[src/nks_pkg.sv]
// Package for the nearest-K point selector: widths, register codes and the
// candidate record that passes from the distance front end to the sorter.
// No dependencies; every other file of the block imports it.
package nks_pkg;

  localparam int K_NEAREST      = 6;
  localparam int INDEX_WIDTH    = 10;
  localparam int COORD_WIDTH    = 16;
  localparam int DIFF_WIDTH     = COORD_WIDTH + 1;
  localparam int DIST_WIDTH     = 2 * COORD_WIDTH + 2;
  localparam int RANK_WIDTH     = 3;
  localparam int SEL_WIDTH      = (K_NEAREST > 1) ? $clog2(K_NEAREST) : 1;
  localparam int CFG_ADDR_WIDTH = 2;
  localparam int FIFO_DEPTH     = 4;
  localparam int FIFO_PTR_WIDTH = $clog2(FIFO_DEPTH);

  typedef enum logic [CFG_ADDR_WIDTH-1:0] {
    REG_REF_X = 2'd0,
    REG_REF_Y = 2'd1,
    REG_REF_Z = 2'd2
  } cfg_reg_t;

  typedef struct packed {
    logic [INDEX_WIDTH-1:0] point_index;
    logic [DIST_WIDTH-1:0]  sq_dist;
    logic                   final_point;
  } cand_t;

endpackage

[src/nks_if.sv]
// Channel interfaces of the nearest-K point selector: candidate input,
// ranked result output and configuration write port. Depends on nks_pkg.
interface nks_in_if import nks_pkg::*; ();
  logic                          valid;
  logic                          ready;
  logic [INDEX_WIDTH-1:0]        point_index;
  logic signed [COORD_WIDTH-1:0] pos_x;
  logic signed [COORD_WIDTH-1:0] pos_y;
  logic signed [COORD_WIDTH-1:0] pos_z;
  logic                          final_point;

  modport source(output valid, point_index, pos_x, pos_y, pos_z, final_point, input ready);
  modport sink(input valid, point_index, pos_x, pos_y, pos_z, final_point, output ready);
endinterface

interface nks_out_if import nks_pkg::*; ();
  logic                   valid;
  logic                   ready;
  logic [RANK_WIDTH-1:0]  rank;
  logic [INDEX_WIDTH-1:0] chosen_index;
  logic [DIST_WIDTH-1:0]  squared_distance;
  logic                   found;
  logic                   last_of_run;

  modport source(output valid, rank, chosen_index, squared_distance, found, last_of_run,
                 input ready);
  modport sink(input valid, rank, chosen_index, squared_distance, found, last_of_run,
               output ready);
endinterface

interface nks_cfg_if import nks_pkg::*; ();
  logic                          valid;
  logic                          ready;
  logic [CFG_ADDR_WIDTH-1:0]     addr;
  logic signed [COORD_WIDTH-1:0] data;

  modport source(output valid, addr, data, input ready);
  modport sink(input valid, addr, data, output ready);
endinterface

[src/nks_front.sv]
// Front end: reference registers and a three-stage squared-distance pipeline
// (difference, square, sum) that hands candidates to the queue. Uses nks_pkg.
module nks_front import nks_pkg::*; (
  input  logic       clk,
  input  logic       rst_n,
  nks_cfg_if.sink    cfg,
  nks_in_if.sink     in_s,
  output logic       cand_valid,
  input  logic       cand_ready,
  output cand_t      cand
);

  logic signed [COORD_WIDTH-1:0] ref_x_r, ref_y_r, ref_z_r;

  logic                         s1_valid_r;
  logic signed [DIFF_WIDTH-1:0] dx_r, dy_r, dz_r;
  logic [INDEX_WIDTH-1:0]       s1_index_r;
  logic                         s1_final_r;

  logic                         s2_valid_r;
  logic [DIST_WIDTH-1:0]        sqx_r, sqy_r, sqz_r;
  logic [INDEX_WIDTH-1:0]       s2_index_r;
  logic                         s2_final_r;

  logic                         s3_valid_r;
  cand_t                        s3_cand_r;

  logic                         adv;
  logic signed [DIFF_WIDTH-1:0] dx_nxt, dy_nxt, dz_nxt;
  logic signed [DIST_WIDTH-1:0] sqx, sqy, sqz;

  assign cfg.ready = 1'b1;

  always_ff @(posedge clk) begin
    if (!rst_n) begin
      ref_x_r <= '0;
      ref_y_r <= '0;
      ref_z_r <= '0;
    end else if (cfg.valid) begin
      case (cfg_reg_t'(cfg.addr))
        REG_REF_X: ref_x_r <= cfg.data;
        REG_REF_Y: ref_y_r <= cfg.data;
        REG_REF_Z: ref_z_r <= cfg.data;
        default: ;
      endcase
    end
  end

  // The whole pipeline advances together; it holds only when the last stage
  // cannot hand its candidate to the queue.
  assign adv       = !s3_valid_r || cand_ready;
  assign in_s.ready = adv;

  assign dx_nxt = DIFF_WIDTH'(in_s.pos_x) - DIFF_WIDTH'(ref_x_r);
  assign dy_nxt = DIFF_WIDTH'(in_s.pos_y) - DIFF_WIDTH'(ref_y_r);
  assign dz_nxt = DIFF_WIDTH'(in_s.pos_z) - DIFF_WIDTH'(ref_z_r);

  assign sqx = dx_r * dx_r;
  assign sqy = dy_r * dy_r;
  assign sqz = dz_r * dz_r;

  always_ff @(posedge clk) begin
    if (!rst_n) begin
      s1_valid_r <= 1'b0;
      s2_valid_r <= 1'b0;
      s3_valid_r <= 1'b0;
    end else if (adv) begin
      s1_valid_r <= in_s.valid;
      s2_valid_r <= s1_valid_r;
      s3_valid_r <= s2_valid_r;
    end
  end

  always_ff @(posedge clk) begin
    if (adv) begin
      dx_r       <= dx_nxt;
      dy_r       <= dy_nxt;
      dz_r       <= dz_nxt;
      s1_index_r <= in_s.point_index;
      s1_final_r <= in_s.final_point;

      sqx_r      <= $unsigned(sqx);
      sqy_r      <= $unsigned(sqy);
      sqz_r      <= $unsigned(sqz);
      s2_index_r <= s1_index_r;
      s2_final_r <= s1_final_r;

      s3_cand_r.point_index <= s2_index_r;
      s3_cand_r.sq_dist     <= sqx_r + sqy_r + sqz_r;
      s3_cand_r.final_point <= s2_final_r;
    end
  end

  assign cand_valid = s3_valid_r;
  assign cand       = s3_cand_r;

endmodule

[src/nks_fifo.sv]
// Short candidate queue between the distance front end and the sorter, so
// that each side can stall on its own. Uses cand_t from nks_pkg.
module nks_fifo import nks_pkg::*; (
  input  logic  clk,
  input  logic  rst_n,
  input  logic  push_valid,
  output logic  push_ready,
  input  cand_t push_data,
  output logic  pop_valid,
  input  logic  pop_ready,
  output cand_t pop_data
);

  cand_t                     mem_r [FIFO_DEPTH];
  logic [FIFO_PTR_WIDTH-1:0] wr_ptr_r, rd_ptr_r;
  logic [FIFO_PTR_WIDTH:0]   count_r;
  logic                      do_push, do_pop;

  assign push_ready = (count_r != (FIFO_PTR_WIDTH+1)'(FIFO_DEPTH));
  assign pop_valid  = (count_r != '0);
  assign pop_data   = mem_r[rd_ptr_r];
  assign do_push    = push_valid && push_ready;
  assign do_pop     = pop_valid && pop_ready;

  always_ff @(posedge clk) begin
    if (do_push) begin
      mem_r[wr_ptr_r] <= push_data;
    end
  end

  always_ff @(posedge clk) begin
    if (!rst_n) begin
      wr_ptr_r <= '0;
      rd_ptr_r <= '0;
      count_r  <= '0;
    end else begin
      if (do_push) begin
        wr_ptr_r <= wr_ptr_r + 1'b1;
      end
      if (do_pop) begin
        rd_ptr_r <= rd_ptr_r + 1'b1;
      end
      case ({do_push, do_pop})
        2'b10:   count_r <= count_r + 1'b1;
        2'b01:   count_r <= count_r - 1'b1;
        default: ;
      endcase
    end
  end

endmodule

[src/nks_back.sv]
// Back end: sorted store of the K nearest candidates with parallel
// insertion, a snapshot buffer for a finished set and the registered result
// output that walks the ranks. Uses nks_pkg and the result interface.
module nks_back import nks_pkg::*; (
  input  logic      clk,
  input  logic      rst_n,
  input  logic      cand_valid,
  output logic      cand_ready,
  input  cand_t     cand,
  nks_out_if.source out_s
);

  logic [K_NEAREST-1:0]   kv_r;
  logic [DIST_WIDTH-1:0]  kd_r [K_NEAREST];
  logic [INDEX_WIDTH-1:0] ki_r [K_NEAREST];

  logic [K_NEAREST-1:0]   sv_r;
  logic [DIST_WIDTH-1:0]  sd_r [K_NEAREST];
  logic [INDEX_WIDTH-1:0] si_r [K_NEAREST];

  logic                   emit_busy_r;
  logic [SEL_WIDTH-1:0]   emit_cnt_r;

  logic                   out_valid_r;
  logic [RANK_WIDTH-1:0]  out_rank_r;
  logic [INDEX_WIDTH-1:0] out_index_r;
  logic [DIST_WIDTH-1:0]  out_dist_r;
  logic                   out_found_r;
  logic                   out_last_r;

  logic [K_NEAREST-1:0]   lt, eq, ins_v;
  logic [DIST_WIDTH-1:0]  ins_d [K_NEAREST];
  logic [INDEX_WIDTH-1:0] ins_i [K_NEAREST];
  logic                   any_eq;
  logic                   take, take_final, out_load, emit_done;

  assign cand_ready = !cand.final_point || !emit_busy_r;
  assign take       = cand_valid && cand_ready;
  assign take_final = take && cand.final_point;

  // The valid entries form a strictly increasing prefix, so at most one entry
  // can match the new distance, and it sits at the insertion point.
  always_comb begin
    for (int i = 0; i < K_NEAREST; i++) begin
      lt[i] = kv_r[i] && (kd_r[i] < cand.sq_dist);
      eq[i] = kv_r[i] && (kd_r[i] == cand.sq_dist);
    end
    any_eq = |eq;
    for (int i = 0; i < K_NEAREST; i++) begin
      ins_v[i] = kv_r[i];
      ins_d[i] = kd_r[i];
      ins_i[i] = ki_r[i];
      if (any_eq) begin
        if (eq[i]) begin
          ins_i[i] = cand.point_index;
        end
      end else if (!lt[i]) begin
        if (i == 0 || lt[(i == 0) ? 0 : i-1]) begin
          ins_v[i] = 1'b1;
          ins_d[i] = cand.sq_dist;
          ins_i[i] = cand.point_index;
        end else begin
          ins_v[i] = kv_r[(i == 0) ? 0 : i-1];
          ins_d[i] = kd_r[(i == 0) ? 0 : i-1];
          ins_i[i] = ki_r[(i == 0) ? 0 : i-1];
        end
      end
    end
  end

  always_ff @(posedge clk) begin
    if (!rst_n) begin
      kv_r <= '0;
    end else if (take) begin
      kv_r <= take_final ? '0 : ins_v;
    end
  end

  always_ff @(posedge clk) begin
    if (take) begin
      kd_r <= ins_d;
      ki_r <= ins_i;
    end
    if (take_final) begin
      sd_r <= ins_d;
      si_r <= ins_i;
    end
  end

  assign out_load  = emit_busy_r && (!out_valid_r || out_s.ready);
  assign emit_done = (emit_cnt_r == SEL_WIDTH'(K_NEAREST - 1));

  always_ff @(posedge clk) begin
    if (!rst_n) begin
      sv_r        <= '0;
      emit_busy_r <= 1'b0;
      emit_cnt_r  <= '0;
      out_valid_r <= 1'b0;
    end else begin
      if (take_final) begin
        sv_r        <= ins_v;
        emit_busy_r <= 1'b1;
        emit_cnt_r  <= '0;
      end else if (out_load) begin
        emit_cnt_r <= emit_done ? '0 : emit_cnt_r + 1'b1;
        if (emit_done) begin
          emit_busy_r <= 1'b0;
        end
      end
      if (out_load) begin
        out_valid_r <= 1'b1;
      end else if (out_s.ready) begin
        out_valid_r <= 1'b0;
      end
    end
  end

  always_ff @(posedge clk) begin
    if (out_load) begin
      out_rank_r  <= RANK_WIDTH'(emit_cnt_r);
      out_found_r <= sv_r[emit_cnt_r];
      out_index_r <= sv_r[emit_cnt_r] ? si_r[emit_cnt_r] : '0;
      out_dist_r  <= sv_r[emit_cnt_r] ? sd_r[emit_cnt_r] : '0;
      out_last_r  <= emit_done;
    end
  end

  assign out_s.valid            = out_valid_r;
  assign out_s.rank             = out_rank_r;
  assign out_s.chosen_index     = out_index_r;
  assign out_s.squared_distance = out_dist_r;
  assign out_s.found            = out_found_r;
  assign out_s.last_of_run      = out_last_r;

  a_store_prefix: assert property (@(posedge clk) disable iff (!rst_n)
    $onehot({1'b0, kv_r} + (K_NEAREST+1)'(1)))
    else $error("Valid entries of the store do not form a prefix.");

  a_store_cleared: assert property (@(posedge clk) disable iff (!rst_n)
    take_final |=> (kv_r == '0))
    else $error("Store not emptied after a final transaction.");

  a_last_rank: assert property (@(posedge clk) disable iff (!rst_n)
    (out_valid_r && out_last_r) |-> (out_rank_r == RANK_WIDTH'(K_NEAREST - 1)))
    else $error("End of run flagged on a rank other than the last.");

  a_no_overwrite: assert property (@(posedge clk) disable iff (!rst_n)
    (emit_busy_r && !out_load) |=> emit_busy_r)
    else $error("Snapshot released before all ranks were sent.");

endmodule

[src/nearest_k_point_selector.sv]
// Top level of the nearest-K point selector. Instantiates nks_front,
// nks_fifo and nks_back; uses nks_pkg and the channel interfaces in nks_if.
//
// Usage:
//   cfg_ch writes the reference point: index 0, 1, 2 set x, y, z (signed,
//   4 fractional bits); other indexes are ignored. Write only while idle.
//   in_ch carries one candidate point per transaction and accepts one per
//   cycle unless the pipeline holds. Its squared distance to the reference
//   is formed in three stages and queued; the sorter inserts one candidate
//   per cycle unless a final one must wait, into a store of the K nearest,
//   keeping distances strictly increasing, a tie replacing the held index.
//   A transaction with final_point set is inserted, then the store is copied
//   to a result buffer and emptied. out_ch then delivers K results, rank 0
//   first, one per cycle while out_ch is ready; empty ranks come with found
//   low and zero fields. Rank 0 enters the result register after the
//   buffer is marked busy. A second final transaction waits at the head of
//   the queue until the previous run's results have all left the buffer;
//   candidates behind it wait as well.
//   When out_ch stalls, the result register holds, the buffer waits, and a
//   waiting final transaction backs up the four-entry queue, pipeline, in_ch.
//   Reset clears the reference to zero, empties the store, queue and output.
module nearest_k_point_selector import nks_pkg::*; (
  input logic        clk,
  input logic        rst_n,
  nks_cfg_if.sink    cfg_ch,
  nks_in_if.sink     in_ch,
  nks_out_if.source  out_ch
);

  logic  push_valid, push_ready;
  cand_t push_data;
  logic  pop_valid, pop_ready;
  cand_t pop_data;

  nks_front u_front (
    .clk        (clk),
    .rst_n      (rst_n),
    .cfg        (cfg_ch),
    .in_s       (in_ch),
    .cand_valid (push_valid),
    .cand_ready (push_ready),
    .cand       (push_data)
  );

  nks_fifo u_fifo (
    .clk        (clk),
    .rst_n      (rst_n),
    .push_valid (push_valid),
    .push_ready (push_ready),
    .push_data  (push_data),
    .pop_valid  (pop_valid),
    .pop_ready  (pop_ready),
    .pop_data   (pop_data)
  );

  nks_back u_back (
    .clk        (clk),
    .rst_n      (rst_n),
    .cand_valid (pop_valid),
    .cand_ready (pop_ready),
    .cand       (pop_data),
    .out_s      (out_ch)
  );

endmodule

[src/flat_wrapper.sv]
// flat-port wrapper written by rule: the top's interface ports become plain ports
module nearest_k_point_selector_flat import nks_pkg::*;
  (clk, rst_n, cfg_ch_valid, cfg_ch_addr, cfg_ch_data, cfg_ch_ready, in_ch_valid, in_ch_point_index, in_ch_pos_x, in_ch_pos_y, in_ch_pos_z, in_ch_final_point, in_ch_ready, out_ch_valid, out_ch_rank, out_ch_chosen_index, out_ch_squared_distance, out_ch_found, out_ch_last_of_run, out_ch_ready);
  nks_cfg_if cfg_ch_i ();
  nks_in_if in_ch_i ();
  nks_out_if out_ch_i ();
  input logic clk;
  input logic rst_n;
  input wire logic [$bits(cfg_ch_i.valid)-1:0] cfg_ch_valid;
  input wire logic [$bits(cfg_ch_i.addr)-1:0] cfg_ch_addr;
  input wire logic [$bits(cfg_ch_i.data)-1:0] cfg_ch_data;
  output wire logic [$bits(cfg_ch_i.ready)-1:0] cfg_ch_ready;
  input wire logic [$bits(in_ch_i.valid)-1:0] in_ch_valid;
  input wire logic [$bits(in_ch_i.point_index)-1:0] in_ch_point_index;
  input wire logic [$bits(in_ch_i.pos_x)-1:0] in_ch_pos_x;
  input wire logic [$bits(in_ch_i.pos_y)-1:0] in_ch_pos_y;
  input wire logic [$bits(in_ch_i.pos_z)-1:0] in_ch_pos_z;
  input wire logic [$bits(in_ch_i.final_point)-1:0] in_ch_final_point;
  output wire logic [$bits(in_ch_i.ready)-1:0] in_ch_ready;
  output wire logic [$bits(out_ch_i.valid)-1:0] out_ch_valid;
  output wire logic [$bits(out_ch_i.rank)-1:0] out_ch_rank;
  output wire logic [$bits(out_ch_i.chosen_index)-1:0] out_ch_chosen_index;
  output wire logic [$bits(out_ch_i.squared_distance)-1:0] out_ch_squared_distance;
  output wire logic [$bits(out_ch_i.found)-1:0] out_ch_found;
  output wire logic [$bits(out_ch_i.last_of_run)-1:0] out_ch_last_of_run;
  input wire logic [$bits(out_ch_i.ready)-1:0] out_ch_ready;
  assign cfg_ch_i.valid = cfg_ch_valid;
  assign cfg_ch_i.addr = cfg_ch_addr;
  assign cfg_ch_i.data = cfg_ch_data;
  assign cfg_ch_ready = cfg_ch_i.ready;
  assign in_ch_i.valid = in_ch_valid;
  assign in_ch_i.point_index = in_ch_point_index;
  assign in_ch_i.pos_x = in_ch_pos_x;
  assign in_ch_i.pos_y = in_ch_pos_y;
  assign in_ch_i.pos_z = in_ch_pos_z;
  assign in_ch_i.final_point = in_ch_final_point;
  assign in_ch_ready = in_ch_i.ready;
  assign out_ch_valid = out_ch_i.valid;
  assign out_ch_rank = out_ch_i.rank;
  assign out_ch_chosen_index = out_ch_i.chosen_index;
  assign out_ch_squared_distance = out_ch_i.squared_distance;
  assign out_ch_found = out_ch_i.found;
  assign out_ch_last_of_run = out_ch_i.last_of_run;
  assign out_ch_i.ready = out_ch_ready;
  nearest_k_point_selector u_core (.clk(clk), .rst_n(rst_n), .cfg_ch(cfg_ch_i), .in_ch(in_ch_i), .out_ch(out_ch_i));
endmodule
[config.mk]
export PLATFORM = sky130hd
export DESIGN_NAME = nearest_k_point_selector_flat
export DESIGN_NICKNAME = d
export VERILOG_FILES = /design/src/nks_pkg.sv /design/src/nks_if.sv /design/src/nks_front.sv /design/src/nks_fifo.sv /design/src/nks_back.sv /design/src/nearest_k_point_selector.sv /design/src/flat_wrapper.sv
export SDC_FILE = /design/constraint.sdc
export NUM_CORES = 2
export LEC_CHECK = 0
export BUFFER_PORTS_ARGS = -buffer_cell sky130_fd_sc_hd__clkbuf_2
export CAP_MARGIN = 30
export CORE_MARGIN = 5
export CORE_UTILIZATION = 56
export DETAILED_ROUTE_END_ITERATION = 8
export GPL_TIMING_DRIVEN = 0
export PLACE_DENSITY = 0.7
export SLEW_MARGIN = 10
export SYNTH_ARGS = -nofsm -noshare
export SYNTH_HDL_FRONTEND = slang
export SYNTH_SLANG_ARGS = --single-unit
export TNS_END_PERCENT = 50
[constraint.sdc]
create_clock -name clk -period 30.2 [get_ports clk]
set_clock_uncertainty 0.05 [all_clocks]
set_input_delay 6.04 -clock clk [delete_from_list [all_inputs] [get_ports clk]]
set_output_delay 6.04 -clock clk [all_outputs]
set_load 0.02 [all_outputs]
# Word level (Yosys, flattened, before mapping)

Memory sizes are Yosys's and may differ from the RTL's. A register that Yosys moved wholly into a read port is not among the register bits.
Cells that the tools add are included.

Flip-flop bits (word level): 872
Memory bits (writable): 180
Input bits: 82
Output and inout port bits: 52
Word-level logic and storage cells: 204
Memories kept: 1

Add/subtract/negate cells: 10
Multipliers: 3
Order comparisons: 8
Equality and inequality tests: 12
Mux-type cells: 77
Bitwise gates (word level): 2
Reduce and logical (&&, ||, !) cells: 35

Memory list:

| name                | depth | bits a word | read ports | clocked after memory_dff | wr ports | RTL line       | text |
|---|---|---|---|---|---|---|---|
| u_core.u_fifo.mem_r | 4     | 45          | 1          | 1                        | 1        | nks_fifo.sv:14 | `cand_t mem_r [FIFO_DEPTH];` |

Operators by type and width:

| kind                                               | number |
|---|---|
| 2-to-1 mux 34 bit                                  | 19 |
| 2-to-1 mux 10 bit                                  | 25 |
| == test 34 bit                                     | 6 |
| < comparator 34 bit                                | 6 |
| binary-select mux 34 bit (select 3 bit)            | 1 |
| multiplier 17 x 17 -> 34 bit                       | 3 |
| adder 34 bit                                       | 2 |
| subtractor 16 x 16 -> 17 bit                       | 3 |
| binary-select mux 10 bit (select 3 bit)            | 1 |
| 2-to-1 mux 1 bit                                   | 25 |
| logical AND 1 bit                                  | 16 |
| AND reduction 2 bit                                | 4 |
| nonzero test 2 bit                                 | 4 |
| adder 3 x 1 -> 3 bit, second input constant        | 2 |
| 2-to-1 mux 6 bit                                   | 1 |
| one-hot mux 3 bit (2 select lines)                 | 1 |
| OR reduction 6 bit                                 | 1 |
| adder 2 x 1 -> 2 bit, second input constant        | 2 |
| == test 2 x 1 -> 1 bit, second input constant      | 2 |
| == test 2 bit, second input constant               | 2 |
| >= comparator 4 bit, second input constant         | 1 |
| logical NOT 1 bit                                  | 4 |
| < comparator 3 x 4 -> 1 bit, second input constant | 1 |
| 2-to-1 mux 2 bit                                   | 2 |
| other kinds (11)                                   | 13 |

# Longest topological paths before layout

Depth in word-level cells: 6
Depth in mapped cells: 26
Mapped depth without buffers: 25

# Modules after synthesis

From an unflattened synthesis, not the netlist that was laid out.

Cell total of the unflattened synthesis: 6662
Area total of the unflattened synthesis: 78823.1 µm²

Modules (own cells, without submodules):

| module    | times used | cells an instance | area each (µm²) | sequential area each (µm²) |
|---|---|---|---|---|
| nks_front | 1          | 4106              | 41913.9         | 7537.2 |
| nks_back  | 1          | 2269              | 29869.9         | 17666.9 |
| nks_fifo  | 1          | 287               | 7039.3          | 5585.4 |

# Worst setup path before layout

OpenSTA, ideal clock, no wires.

Path type: reg-to-reg
Start: reg with a tool-made name
End: reg u_core.u_back.sv_r[2]
Setup time: 0.058 ns
Arrival: 24.302 ns
Path slack: 5.790 ns
Stages on the path, launching flop included: 7
Buffers on the path: 0
Period minus slack after synthesis: 24.410 ns
Cell sequence: dfxtp_1 > mux4_2 > a21oi_1 > o21ai_1 > inv_1 > and3_1 > o21a_1

RTL lines:

| item                 | RTL line        | text |
|---|---|---|
| end signal, assigned | nks_back.sv:101 | `sv_r <= ins_v;` |
| end, declared        | nks_back.sv:17  | `logic [K_NEAREST-1:0] sv_r;` |

# Final worst setup path

Start: reg u_core.u_fifo.count_r[0]
End: out in_ch_ready

Word-level cells in the longest chain between the ends: 2

RTL lines:

| item                   | RTL line           | text |
|---|---|---|
| start, declared        | nks_fifo.sv:16     | `logic [FIFO_PTR_WIDTH:0] count_r;` |
| start signal, assigned | nks_fifo.sv:44     | `2'b10: count_r <= count_r + 1'b1;` |
| start signal, assigned | nks_fifo.sv:45     | `2'b01: count_r <= count_r - 1'b1;` |
| inequality test 3 bit  | nks_fifo.sv:19     | `assign push_ready = (count_r != (FIFO_PTR_WIDTH+1)'(FIFO_DEPTH));` |
| logical OR 1 bit       | nks_front.sv:51    | `assign adv = !s3_valid_r \|\| cand_ready;` |
| end, declared          | flat_wrapper.sv:19 | `output wire logic [$bits(in_ch_i.ready)-1:0] in_ch_ready;` |

Every way passes these cells.

==> reports/qor.yml <==
start_util: 0.564
fill_cells: 11100
drt_pass1_iterations: 6
synth_top_area_cell: "edfxtp_1"
worst_r2r_path_depth: 23
r2r-end: "u_core.u_front.sqz_r[33]$_DFFE_PP_"
crit_buf_inv: 3
finalNonFillerCells: 9011
grt_first_pass_wirelength_um: 310000
path_class: "reg2out"
hold_depth: 0
cts_max_level: 3
place_inst: 8801
final_antenna_net_count: 0
cap_violations: 0
gp_congestion: 0.938
slowest_stage: "nand3_4"
grt_max_degree: 106
tightest_slew_ps: 1020
drc: 0
finalSetupTns_ps: 0
clk_path_buf_depth: 3
netlist_area_um2: 78700
crit_family: "buffers and inverters"
post-route-util: 0.618
port_buffers: 131
ff_latch_area_um2: 30800
crit_arrival_ps: 2650
cts_tree: "built"
die_x_um: 385
cp_common_cell: "buf_16"
cts_buffers: 110
post-cts-setup-buffers: 0
critPathMaxFanout: 56
yosysMostFrequentCell: "inv_1"
clock_latency_ps: 740
drt_first_iter_violations: 4288
synth_edf_count: 974
holdPathEnd: "u_core.u_front.s2_index_r[0]$_DFFE_PP_"
pin_count: 134
max_stage_delay_ps: 400
async_flop_share: 0
period_needed_ps: 8740
die_y_um: 385
cp.required_ps: 24110
syn_to_final_growth_pct: 9.55
rsz0062_at_grt: "no"
antenna_found_initial: 1
dp_hpwl_um: 157000
synth_area_per_cell_um2: 11.7
status: "finished clean"
setup_violations: 0
rr_startpoint: "u_core.u_front.dz_r[2]$_DFFE_PP_"
multi_input_area_um2: 42700
grt_usage: 0.274
grt-ovfl-total: 0
synthCells: 6755
slew_headroom: 0.313
rows: 137
synthFlopType: "edfxtp_1"
min_path_type: "reg2reg"
fp.coreArea_um2: 140000
die_area_um2: 148000
hold_viol: 0
final_layout_size_suffix_gt1_frac: 0.0793
yosys-top-cells-count: "1179 x inv_1, 974 x edfxtp_1, 833 x fa_1"
cts_hold_buf: 0
routed-via-count: 51600
wl_per_cell_um: 22.1
yosys_warnings: 0
path_clk_slew_ps: 60
synth_top_area_frac: 0.372
via_per_inst: 5.72
clkSinkCount: 1051
worst_setup_path_end_kind: "output pin"
seq_area_frac_synth: 0.391
clockRootBuffer: "clkbuf_16"
crit_chain: "nor2_1 -> nand3_4 -> buf_16 -> buf_16 -> clkbuf_2"
synthTopCellsByArea: "edfxtp_1 37%, fa_1 21%, ha_1 8.8%, inv_1 5.6%, nand2_1 2.8%"
min-delay-start: "u_core.u_front.s1_index_r[0]$_DFFE_PP_"
grt_pass1_vias: 54400
ys_ff_latch: 1051
period_share: 0.290
post_cts_resized: 0
slew_violations: 0
layout.nets: 8510
totalWireLength_um: 199000
synth_cell_types: 88
start_kind: "register"
fmax_mhz: 114
reg2reg_setup_slack_ps: 22190
## sequential cells by signal (all words and copies together) (netlist names), 17 cells and up, named ones only
register and count:
u_core.u_back.si_r 60, u_core.u_front.dx_r 17, u_core.u_back.kd_r 204, u_core.u_fifo.mem_r 180, u_core.u_front.sqx_r 33, u_core.u_front.dy_r 17, u_core.u_back.ki_r 60, u_core.u_front.dz_r 17
u_core.u_front.cand 45, u_core.u_front.sqy_r 33, u_core.u_back.out_s.squared_distance 34, u_core.u_back.sd_r 204, u_core.u_front.sqz_r 33
## per-stage QoR
stage / worst slack (ps) / area (um^2) / hold slack, ps
after floorplan: 5790 / 78700 / 350
after global placement: -8290 / 81700 / 354
after detailed placement: 20980 / 82500 / 355
after CTS: 21360 / 86200 / 364
after global routing: 21280 / 86200 / 366
final: 21460 / 86200 / 367
## metal layers
layer  global-route usage  vias up  routed length [um]
met5                    0        -                   0
met4                0.121        0               10100
met3               0.0345      465               12500
met2                0.465     1923               97900
met1                0.358    25800               78900
li1                     -    23400                   -
## worst register-to-register path, cell delays in order (launching register included)
cell	delay (ps)
edfxtp_1	520
clkbuf_1	470
clkbuf_1	520
and2_1	320
fa_1	480
inv_1	100
fa_1	420
fa_1	510
inv_1	50
fa_1	520
fa_1	500
inv_1	50
fa_1	530
inv_1	60
ha_1	350
a21o_1	210
a21o_1	190
a21oi_1	200
o22ai_1	150
nor3_1	490
nor2_1	240
a2111oi_0	520
o21bai_1	160
xnor2_1	150
## layout make-up
cell class | instances | share of cell area
diodes | 1 | 0.0000290
plain buffers | 217 | 0.00990
clock buffers | 131 | 0.0331
clock inverters | 74 | 0.00980
inverters | 1182 | 0.0515
multi-input cells | 4307 | 0.495
flip-flops and latches | 1051 | 0.357
well taps | 1876 | 0.0272
repair buffers | 172 | 0.0164
## worst max-delay path by stage
| stage | startpoint | to | slack, ps | cells past startpoint |
|---|---|---|---|---|
| final | u_core.u_fifo.count_r[0]$_SDFFE_PN0P_ | in_ch_ready | 21460 | 5 |
| after global routing | u_core.u_fifo.count_r[0]$_SDFFE_PN0P_ | in_ch_ready | 21280 | 5 |
| after CTS | u_core.u_fifo.count_r[0]$_SDFFE_PN0P_ | in_ch_ready | 21360 | 5 |
| after detailed placement | in_ch_pos_x[0] | u_core.u_front.dx_r[14]$_DFFE_PP_ | 20980 | 14 |
| after global placement | register | u_core.u_back.sv_r[3]$_SDFFE_PN0P_ | -8290 | 8 |
| after floorplan | register | u_core.u_back.sv_r[2]$_SDFFE_PN0P_ | 5790 | 6 |
## cells by family after synthesis
| family | synth area share |
|---|---|
| xor+xnor | 0.0226 |
| buf+inv | 0.0672 |
| compound gates | 0.0833 |
| fa+ha+maj | 0.300 |
| flops | 0.391 |
| simple gates | 0.0821 |
| other cells | 0.0000954 |
| mux | 0.0535 |
## cells in the final DEF, fill, tap and decap left out, types with 13 or more instances in the layout
cell type and n:
nor3_1 71, o21bai_1 19, nand2b_1 31, a222oi_1 27, and2_1 184, ha_1 554
a22oi_1 59, clkbuf_2 131, nor2b_1 81, buf_1 17, clkinv_1 16, clkbuf_1 192
clkinv_2 23, a211oi_1 19, and3_1 20, buf_16 13, bufinv_16 14, inv_1 1178
nand2_1 577, nand3_1 38, o21a_1 35, xor2_1 42, dfxtp_1 77, or3_1 15
mux4_2 84, a21boi_0 70, fa_1 833, xnor2_1 161, a21o_1 140, buf_2 29
nor2_1 263, edfxtp_1 974, mux2i_1 159, nand4_1 59, a21oi_1 227, a31o_2 13
o21ai_0 298, mux2_2 64, a31oi_1 13, clkbuf_16 111
Power is left out: the tool's default activity adds up to more than one toggle a clock period on the data nets, which glitch-free logic cannot reach.
